`src/htx_pkg.sv`:
```
// htx_pkg: shared types and constants for the HTML text extractor.
// Depends on nothing; imported by every module of the block.
package htx_pkg;

  typedef struct packed {
    logic [7:0] text_byte;
    logic       end_of_text;
  } htx_in_t;

  typedef struct packed {
    logic [7:0] out_byte;
    logic       byte_valid;
    logic       out_end;
  } htx_out_t;

  // Words produced by one input byte: zero, one or two.
  typedef struct packed {
    logic [1:0] count;
    htx_out_t   res0;
    htx_out_t   res1;
  } htx_res_t;

  localparam int unsigned QDEPTH = 4;
  localparam int unsigned QAW    = $clog2(QDEPTH);
  localparam int unsigned QCW    = $clog2(QDEPTH + 1);

  localparam logic [7:0] CH_LT    = 8'h3C;
  localparam logic [7:0] CH_GT    = 8'h3E;
  localparam logic [7:0] CH_SPACE = 8'h20;
  localparam logic [7:0] CH_T     = 8'h74;
  localparam logic [7:0] CH_E     = 8'h65;
  localparam logic [7:0] CH_TAB   = 8'h09;
  localparam logic [7:0] CH_CR    = 8'h0D;

  // Window patterns, newest byte in the low bits.
  localparam logic [63:0] PAT_CLOSE_SCRIPT = "</script";
  localparam logic [55:0] PAT_CLOSE_STYLE  = "</style";
  localparam logic [47:0] PAT_OPEN_SCRIPT  = "<scrip";
  localparam logic [39:0] PAT_OPEN_STYLE   = "<styl";

endpackage

```
`src/html_text_extractor_core.sv`:
```
// html_text_extractor_core: top level of the HTML text extractor.
// Instantiates htx_scan and htx_outq; uses htx_pkg.
//
// Usage:
//   in_*  : valid/ready channel of HTML bytes (htx_in_t), end_of_text marks
//           the final byte of a document.
//   out_* : valid/ready channel of extracted words (htx_out_t). A byte outside
//           tags and script/style elements goes out as is; whitespace runs
//           become one space, dropped at the start and end of the text.
//           An end byte with nothing to send yields a bare end marker.
//   Results are written into the registered result queue; out_* is driven from it.
//   Throughput: one byte per cycle while in_ready is high. A byte that releases
//           a pending space makes two words, which the output side sends one by one.
//   The scan decision is one pass over the flags and an eight-byte window;
//   the four-entry result queue sets the stall behavior: in_ready drops while
//   it holds more than two words, so a stalled receiver backs up the input
//   once the queue fills and nothing is lost.
//   Reset (rst_n low, synchronous) empties the queue and clears all flags and
//   the window; the end of a document does the same to the scan state.
module html_text_extractor_core
  import htx_pkg::*;
(
  input  logic     clk,
  input  logic     rst_n,
  input  logic     in_valid,
  output logic     in_ready,
  input  htx_in_t  in_data,
  output logic     out_valid,
  input  logic     out_ready,
  output htx_out_t out_data
);

  logic     acc;
  htx_res_t res;

  assign acc = in_valid && in_ready;

  htx_scan u_scan (
    .clk     (clk),
    .rst_n   (rst_n),
    .acc     (acc),
    .in_data (in_data),
    .res     (res)
  );

  htx_outq u_outq (
    .clk       (clk),
    .rst_n     (rst_n),
    .push      (acc),
    .res       (res),
    .room      (in_ready),
    .out_valid (out_valid),
    .out_ready (out_ready),
    .out_data  (out_data)
  );

endmodule

```
`src/htx_scan.sv`:
```
// htx_scan: per-byte tag/hidden-element tracking and whitespace collapse.
// Holds the eight-byte window and the flags; uses htx_pkg.
module htx_scan
  import htx_pkg::*;
(
  input  logic     clk,
  input  logic     rst_n,
  input  logic     acc,
  input  htx_in_t  in_data,
  output htx_res_t res
);

  logic [63:0] win_r, win_nxt;
  logic tag_r, tag_nxt;
  logic scr_r, scr_nxt;
  logic sty_r, sty_nxt;
  logic sp_r, sp_nxt;
  logic st_r, st_nxt;

  logic [7:0] c;
  logic       is_space;

  assign c        = in_data.text_byte;
  assign is_space = (c == CH_SPACE) || (c >= CH_TAB && c <= CH_CR);

  always_comb begin
    tag_nxt = tag_r;
    scr_nxt = scr_r;
    sty_nxt = sty_r;
    sp_nxt  = sp_r;
    st_nxt  = st_r;
    win_nxt = {win_r[55:0], c};
    res     = '0;

    priority if (c == CH_LT) begin
      tag_nxt = 1'b1;
    end else if (c == CH_GT) begin
      tag_nxt = 1'b0;
      priority if (win_r == PAT_CLOSE_SCRIPT) begin
        scr_nxt = 1'b0;
      end else if (win_r[55:0] == PAT_CLOSE_STYLE) begin
        sty_nxt = 1'b0;
      end else begin
      end
    end else begin
      priority if (c == CH_T && win_r[47:0] == PAT_OPEN_SCRIPT) begin
        scr_nxt = 1'b1;
      end else if (c == CH_E && win_r[39:0] == PAT_OPEN_STYLE) begin
        sty_nxt = 1'b1;
      end else begin
      end
      if (!tag_r && !scr_nxt && !sty_nxt) begin
        if (is_space) begin
          if (st_r) begin
            sp_nxt = 1'b1;
          end
        end else begin
          st_nxt = 1'b1;
          sp_nxt = 1'b0;
          if (sp_r) begin
            res.count = 2'd2;
            res.res0  = '{out_byte: CH_SPACE, byte_valid: 1'b1, out_end: 1'b0};
            res.res1  = '{out_byte: c, byte_valid: 1'b1, out_end: 1'b0};
          end else begin
            res.count = 2'd1;
            res.res0  = '{out_byte: c, byte_valid: 1'b1, out_end: 1'b0};
          end
        end
      end
    end

    if (in_data.end_of_text) begin
      unique case (res.count)
        2'd0: begin
          res.count = 2'd1;
          res.res0  = '{out_byte: 8'h00, byte_valid: 1'b0, out_end: 1'b1};
        end
        2'd1:    res.res0.out_end = 1'b1;
        default: res.res1.out_end = 1'b1;
      endcase
      tag_nxt = 1'b0;
      scr_nxt = 1'b0;
      sty_nxt = 1'b0;
      sp_nxt  = 1'b0;
      st_nxt  = 1'b0;
      win_nxt = '0;
    end
  end

  always_ff @(posedge clk) begin
    if (!rst_n) begin
      win_r <= '0;
      tag_r <= 1'b0;
      scr_r <= 1'b0;
      sty_r <= 1'b0;
      sp_r  <= 1'b0;
      st_r  <= 1'b0;
    end else if (acc) begin
      win_r <= win_nxt;
      tag_r <= tag_nxt;
      scr_r <= scr_nxt;
      sty_r <= sty_nxt;
      sp_r  <= sp_nxt;
      st_r  <= st_nxt;
    end
  end

`ifndef SYNTHESIS
  a_end_has_word: assert property (@(posedge clk) disable iff (!rst_n)
    acc && in_data.end_of_text |-> res.count != 2'd0)
    else $error("end byte produced no word");

  a_pair_is_space: assert property (@(posedge clk) disable iff (!rst_n)
    acc && res.count == 2'd2 |-> res.res0.out_byte == CH_SPACE && st_r)
    else $error("two-word result without leading collapsed space");

  a_end_clears: assert property (@(posedge clk) disable iff (!rst_n)
    acc && in_data.end_of_text |=> win_r == '0 && !tag_r && !sp_r && !st_r)
    else $error("state not cleared after end of text");
`endif

endmodule

```
`src/htx_outq.sv`:
```
// htx_outq: small result queue, up to two words written per cycle, one read.
// Separates the scan logic from the output handshake; uses htx_pkg.
module htx_outq
  import htx_pkg::*;
(
  input  logic     clk,
  input  logic     rst_n,
  input  logic     push,
  input  htx_res_t res,
  output logic     room,
  output logic     out_valid,
  input  logic     out_ready,
  output htx_out_t out_data
);

  htx_out_t mem_r [QDEPTH];
  logic [QAW-1:0] wp_r, rp_r;
  logic [QCW-1:0] cnt_r, cnt_nxt;
  logic [1:0]     n_push;
  logic           pop;

  assign n_push    = push ? res.count : 2'd0;
  assign pop       = out_valid && out_ready;
  assign out_valid = (cnt_r != '0);
  assign out_data  = mem_r[rp_r];
  // keep space for a full two-word item regardless of this cycle's pop
  assign room      = (cnt_r <= QCW'(QDEPTH - 2));
  assign cnt_nxt   = cnt_r + QCW'(n_push) - QCW'(pop);

  always_ff @(posedge clk) begin
    if (n_push != 2'd0) begin
      mem_r[wp_r] <= res.res0;
    end
    if (n_push == 2'd2) begin
      mem_r[wp_r + QAW'(1)] <= res.res1;
    end
  end

  always_ff @(posedge clk) begin
    if (!rst_n) begin
      wp_r  <= '0;
      rp_r  <= '0;
      cnt_r <= '0;
    end else begin
      wp_r  <= wp_r + QAW'(n_push);
      rp_r  <= rp_r + QAW'(pop);
      cnt_r <= cnt_nxt;
    end
  end

`ifndef SYNTHESIS
  a_no_overflow: assert property (@(posedge clk) disable iff (!rst_n)
    cnt_r <= QCW'(QDEPTH))
    else $error("result queue overflow");

  a_push_room: assert property (@(posedge clk) disable iff (!rst_n)
    push |-> room)
    else $error("push without room");

  a_pop_drains: assert property (@(posedge clk) disable iff (!rst_n)
    pop && n_push == 2'd0 |=> cnt_r == $past(cnt_r) - QCW'(1))
    else $error("pop did not drain queue");
`endif

endmodule

```
`config.mk`:
```
export PLATFORM = sky130hd
export DESIGN_NAME = html_text_extractor_core
export DESIGN_NICKNAME = d
export VERILOG_FILES = /design/src/htx_pkg.sv /design/src/html_text_extractor_core.sv /design/src/htx_scan.sv /design/src/htx_outq.sv
export SDC_FILE = /design/constraint.sdc
export NUM_CORES = 1
export LEC_CHECK = 0
export BUFFER_PORTS_ARGS = -buffer_cell sky130_fd_sc_hd__buf_4
export CAP_MARGIN = 0
export CORE_ASPECT_RATIO = 1.5
export CORE_UTILIZATION = 29
export CTS_CLUSTER_DIAMETER = 60
export DETAILED_ROUTE_END_ITERATION = 10
export HOLD_SLACK_MARGIN = 0.15
export PLACE_DENSITY_LB_ADDON = 0.08
export SLEW_MARGIN = 10
export SYNTH_ARGS = -nofsm -noshare
export SYNTH_HDL_FRONTEND = slang
export SYNTH_HIERARCHICAL = 1
export SYNTH_SLANG_ARGS = --single-unit
export TNS_END_PERCENT = 10
```
`constraint.sdc`:
```
create_clock -name clk -period 4 [get_ports clk]
set_clock_uncertainty 0.15 [all_clocks]
set_input_delay 0.4 -clock clk [delete_from_list [all_inputs] [get_ports clk]]
set_output_delay 0.4 -clock clk [all_outputs]
set_load 0.02 [all_outputs]
```
==> out/metrics.yaml, run 1 <==
status: "finished clean"
leakagePower_nw: 2.47
slew_viol_final: 0
cts_buffer_depth: 2
grt_pass1_vias: 3903
dp_hpwl_um: 10300
ant_nets: 0
synth.cell_area_um2: 5610
clkSlewWorstSetupHoldPaths_ns: 0.05
rsz0062_at_grt: "no"
synth_area_per_cell_um2: 11.5
vias: 3777
cts_root_buf: "clkbuf_16"
nets: 533
slew-limit-headroom_pct: 29.4
vias_per_cell: 4.81
cp-startpoint: "in_data[7]"
htreeDepth: 4
detail_route.wl_per_cell_um: 18.5
cp.depth: 16
fp.dieW_um: 116
path_max_fanout: 5
crit_chain: "dlygate4sd3_1, buf_4, nor2_1, nand3_1, a221oi_2, nor2_1, nand2_1, mux2i_1, and2_1, xnor2_1, ha_1, inv_1, fa_1, xor2_1, xnor2_1, and2_1"
final.min_clock_period_ns: 3.64
crit_type: "in -> reg"
cts.sinks: 116
antenna_found_initial: 0
overflow: 0
yosysTopAreaCell: "dfxtp_1"
r2r_slack_ns: 0.38
clk_latency_ns: 0.41
post-route-period-util_pct: 90.9
cp-end-kind: "flop"
grt_pass1_wl_um: 22700
multi_input_area_um2: 2760
maxCapViolCount: 0
dieHeight_um: 172
nFillCells: 1945
wl_um: 14500
synth-seq-area-share_pct: 48.5
io_pins: 25
critPathRequiredTime_ns: 4.15
coreArea_um2: 19100
start_kind: "primary input"
tns_ns: 0
pre_cts_ws_ns: 0.364
setup_viol_count_final: 0
power.switching_mw: 1.03
cts_tree: "yes"
start_util_pct: 29.4
synth.area.top_cells: "dfxtp_1 (27%), edfxtp_1 (21%), mux2i_1 (12%), mux2_2 (6.2%), nor2_1 (5.7%)"
switching_share_pct: 27.6
ys_ff_latch: 116
synth_cells: 486
worst_slack_ns: 0.364
crit_path_max_incr_delay_ns: 0.54
post_route_cells_drive_above_1_share_pct: 25.5
route.detailed.drc: 0
internal_power_mw: 2.70
drtIter0Drc: 219
die_area_um2: 19900
postCtsSetupBuffers: 0
yosys.cell_types.count: 59
yosys_warnings: 6
ir_worst_vdd_uv: 264
synth_edf_count: 40
cpLargestDelayFamily: "simple AND/OR/NAND/NOR gates"
power_frac_seq_pct: 37.7
slowest_stage: "dlygate4sd3_1"
fmax_ghz: 0.275
portBuffers: 24
rr_worst_depth: 14
r2r_end: "u_outq/cnt_r[2]"
hold_viol: 0
diodes: 0
yosys.area.top_type_share_pct: 27.1
cts_buffers: 17
ys.flop_type: "dfxtp_1"
dr.pass1.iters: 5
hold_path.class: "in -> reg"
r2r-start: "u_scan/win_r[7]"
crit_end: "u_outq/cnt_r[2]"
pwr-share-comb_pct: 18.9
pwr-share-clk_pct: 43.4
synth_nets: 503
worstPathArrival_ns: 3.78
grt_usage_pct: 15.6
power.density_nw_per_um2: 555
critPathBufInv: 3
regArea_um2: 2720
rows: 62
areaGrowthSynthToFinish_pct: 20.0
async_flop_share_pct: 0
grt_max_degree: 47
finalWeightedCongestion: 0.788
worstMarginPinSlew_ns: 1.06
[power by group through the flow]
stage	Combinational, mW	Clock, mW	Sequential [mW]
after floorplan	0.568	0	1.37
after global placement	0.715	0	1.44
after detailed placement	0.713	0	1.44
after CTS	0.717	1.66	1.41
after global routing	0.774	1.71	1.42
final	0.707	1.62	1.41
[kinds of logic after synthesis]
group / Yosys count / synth area share, %
buffers and inverters: 32 / 2.79
adder cells (fa/ha/maj): 4 / 1.03
XOR/XNOR: 7 / 1.09
flip-flops: 116 / 48.5
AND/OR/NAND/NOR: 191 / 19.2
AO/OA/AOI/OAI: 20 / 2.92
multiplexers: 116 / 24.5
[what timing repair did]
action | 4_1_cts | 5_1_grt
resized for setup | 0 | 2
hold buffers | 2 | 0
endpoints found under the hold margin | 2 | 0
setup endpoints to repair | 0 | 1
[worst min-delay path by stage]
stage,start,to,slack (ns),depth (start not counted)
after global routing,rst_n,u_outq/rp_r[0],0.18,2
after floorplan,u_scan/win_r[58],u_scan/win_r[58],0.30,2
after global placement,u_scan/win_r[58],u_scan/win_r[58],0.32,2
after CTS,in_data[5],u_scan/win_r[4],0.15,3
after detailed placement,u_scan/win_r[59],u_scan/win_r[59],0.33,2
final,in_data[5],u_scan/win_r[4],0.16,3
[tightest hold or removal path: cells and delay by family]
| family | cells | cell delay, ns |
|---|---|---|
| buf+inv | 1 | 0.13 |
| mux | 1 | 0.07 |
| simple gates | 1 | 0.07 |
[layout by cell type (no fill, tap or decap), drive strengths merged, types with 5 or more instances in the layout]
cell,instances
dfxtp,76
nand4,8
xnor2,5
mux2i,65
nor3b,10
nand2,15
and2,18
mux2,41
nor2,85
nand4b,8
nand3,7
buf,35
inv,9
edfxtp,40
clkbuf,18
nor3,5
mux4,10
[per-layer routing]
metal / up-vias / share of wire [%] / GRT usage [%] / routed length (µm)
met5: - / 0 / 0 / 0
met4: 0 / 2.5 / 7.06 / 360
met3: 17 / 2.7 / 3.08 / 392
met2: 64 / 54 / 28.9 / 7850
met1: 1845 / 41 / 16.9 / 5940
li1: 1851 / - / - / -
[state kept, by name (all words and copies together), names as in the netlist]
signal        count
u_scan/scr_r      1
u_outq/mem_r     40
u_scan/sp_r       1
u_outq/cnt_r      3
u_scan/sty_r      1
u_scan/st_r       1
u_outq/rp_r       2
u_scan/win_r     64
u_outq/wp_r       2
u_scan/tag_r      1
[cells in the mapped netlist, types with 3 or more instances]
library cell	count
dfxtp_1	76
and4b_1	4
nor2_1	85
mux2i_1	65
buf_1	4
or4_4	3
and3_1	3
nand4b_1	8
and2_1	18
nor4b_1	3
nor3_1	4
nand3_1	7
xnor2_1	5
buf_2	4
edfxtp_1	40
nor4_1	3
clkbuf_1	13
inv_1	5
buf_6	4
nand2_1	14
nor2b_1	3
mux2_2	31
nor3b_1	10
nand4_1	8
mux4_2	10
ha_1	3
mux2_4	10
[area by class of cell]
cell class / instances / share of cell area [%]
Clock buffer: 18 / 6.37
Multi-Input combinational cell: 338 / 40.9
Sequential cell: 116 / 40.4
Inverter: 6 / 0.334
Tap cell: 256 / 4.76
Clock inverter: 14 / 2.97
Timing Repair Buffer: 37 / 4.20
[stage by stage]
step                area (µm²)  cells  hold slack [ns]  util (%)  power [mW]
global placement          6070    751            0.322      31.8        2.15
global route              6730    785            0.182      35.3        3.90
finish                    6730    785            0.165      35.3        3.74
CTS                       6720    785            0.152      35.2        3.79
detailed placement        6070    751            0.333      31.8        2.15
floorplan                 5610    486            0.302         -        1.93
Power figures use the tool's default switching activity.
==> inputs of run 2 (changes only) <==
--- a/config.mk
+++ b/config.mk
@@ -8,7 +8,7 @@
 export BUFFER_PORTS_ARGS = -buffer_cell sky130_fd_sc_hd__buf_4
 export CAP_MARGIN = 0
 export CORE_ASPECT_RATIO = 1.5
-export CORE_UTILIZATION = 29
+export CORE_UTILIZATION = 50
 export CTS_CLUSTER_DIAMETER = 60
 export DETAILED_ROUTE_END_ITERATION = 10
 export HOLD_SLACK_MARGIN = 0.15
==> out/metrics.yaml, run 2 (same netlist as run 1, synthesis figures left out) <==
fmax_ghz: 0.270  # -1.8%
fp.dieW_um: 88.5  # -23%
cts.sinks: 116  # unchanged
largest_reg_flops: 64  # unchanged
rsz0062_at_grt: "no"
tns_ns: 0  # unchanged
grt_pass1_vias: 3807  # -2.5%
r2r_slack_ns: 0.43  # +0.05 ns
clkSlewWorstSetupHoldPaths_ns: 0.05  # about the same
finalWeightedCongestion: 0.821  # +4.2%
status: "finished clean"
worstMarginPinSlew_ns: 1.02  # -0.0327 ns
htreeDepth: 4  # unchanged
critPathRequiredTime_ns: 4.14  # about the same
post-route-period-util_pct: 92.6  # +1.7 points
worstPathArrival_ns: 3.85  # +0.07 ns
slowest_stage: "dlygate4sd3_1"
clk_latency_ns: 0.40  # about the same
final_cell_mix: "nor2_1 (85), dfxtp_1 (76), mux2i_1 (65), edfxtp_1 (40), buf_4 (32)"
post_route_cells_drive_above_1_share_pct: 24.8  # -0.76 points
cts_buffers: 17  # unchanged
slew-limit-headroom_pct: 31.6  # +2.2 points
leakagePower_nw: 2.46  # -0.36%
hold_viol: 0  # unchanged
cts_buffer_depth: 2  # unchanged
rows: 47  # -24%
crit_chain: "dlygate4sd3_1, buf_4, nor2_1, nand3_1, a221oi_1, nor2_1, nand2_1, mux2i_1, and2_1, xnor2_1, ha_1, inv_1, fa_1, xor2_1, xnor2_1, and2_1"
power.total_mw: 3.58  # -4.2%
grt_pass1_wl_um: 20000  # -12%
areaGrowthSynthToFinish_pct: 17.1
cp-end-kind: "flop"
start_util_pct: 51.0  # +22 points
holdPathEnd: "u_scan/win_r[6]"
top_register: "u_scan/win_r"
vias_per_cell: 5.58  # +16%
overflow: 0  # unchanged
maxCapViolCount: 0  # unchanged
power.density_nw_per_um2: 545  # -1.8%
diodes: 0  # unchanged
dp_hpwl_um: 8510  # -17%
final.min_clock_period_ns: 3.70  # +0.0667 ns
nets: 533  # unchanged
crit_path_max_incr_delay_ns: 0.54  # about the same
rr_worst_depth: 14  # unchanged
r2r_end: "u_outq/cnt_r[2]"
die_area_um2: 11700  # -41%
worstHoldPathCells: 3  # unchanged
coreArea_um2: 11000  # -42%
layout_commonest_cell: "nor2_1"
slew_viol_final: 0  # unchanged
ant_nets: 0  # unchanged
vias: 3774  # -0.079%
start_kind: "primary input"
drtIter0Drc: 162  # -26%
crit_type: "in -> reg"
r2r-start: "u_scan/win_r[34]"
largest_registers: "u_scan/win_r: 64 flops, u_outq/mem_r: 40 flops, u_outq/cnt_r: 3 flops"
route.detailed.drc: 0  # unchanged
holdCritStartpoint: "in_data[7]"
setup_viol_count_final: 0  # unchanged
grt_max_degree: 48  # +2.1%
dieHeight_um: 132  # -24%
path_max_fanout: 5  # unchanged
detail_route.wl_per_cell_um: 18.2  # -1.8%
grt_usage_pct: 23.0  # +7.4 points
dr.pass1.iters: 5  # unchanged
portBuffers: 24  # unchanged
ir_worst_vdd_uv: 331  # +25%
wl_um: 12300  # -15%
cts_tree: "yes"
io_pins: 25  # unchanged
antenna_found_initial: 0  # unchanged
hold_path.class: "in -> reg"
cts_root_buf: "clkbuf_16"
-- run 2: how the worst max path moves through the flow --
stage / startpoint / to
floorplan: in_data[4] / u_outq/cnt_r[2]
global placement: in_data[6] / u_outq/mem_r[3][8]
detailed placement: in_data[8] / u_outq/cnt_r[2]
CTS: in_data[6] / u_outq/cnt_r[2]
global route: in_data[8] / u_outq/cnt_r[2]
finish: in_data[8] / u_outq/cnt_r[2]
-- run 2: worst max-delay path, delay by kind of cell --
kind,cells,cell delay [ns]
simple gates,6,0.97
buf+inv,3,0.76
mux,1,0.30
fa+ha+maj,2,0.53
compound gates,1,0.47
xor+xnor,3,0.41
-- run 2: area by class of cell --
type / instances / area (µm²)
clock inverters: 9 / 91.3
multi-input cells: 338 / 2750
fillers: 922 / 4430
clock buffers: 23 / 509
well taps: 147 / 184
flip-flops and latches: 116 / 2720
repair buffers: 37 / 290
inverters: 6 / 22.5
-- run 2: stage by stage --
step / setup WS [ns] / cell area [µm²] / utilization (%) / instances / hold slack [ns]
3_3_place_gp: 0.469 / 5910 / 53.8 / 639 / 0.319
6_report: 0.297 / 6570 / 59.8 / 676 / 0.173
2_1_floorplan: 0.532 / 5610 / - / 486 / 0.302
3_5_place_dp: 0.426 / 5910 / 53.8 / 639 / 0.328
5_1_grt: 0.0157 / 6570 / 59.8 / 676 / 0.175
4_1_cts: 0.293 / 6570 / 59.7 / 676 / 0.158
-- run 2: report_power, final --
group | leakage (nW) | internal (mW) | switching (mW)
Clock | 0.291 | 0.962 | 0.524
Sequential | 0.979 | 1.31 | 0.0906
Combinational | 1.19 | 0.345 | 0.349
-- run 2: what timing repair did --
item                                    4_1_cts  5_1_grt
setup buffers                                 0        0
endpoints found under the setup margin        0       10
resized for setup                             0        1
endpoints found under the hold margin         7        0
hold buffers                                  5        0
-- run 2: layer usage --
layer | track usage [%] | up-vias | share of wire (%)
li1 | - | 1843 | -
met1 | 27.0 | 1849 | 42
met2 | 39.9 | 64 | 54
met3 | 4.76 | 18 | 1.9
met4 | 9.59 | 0 | 1.9
met5 | 0 | - | 0
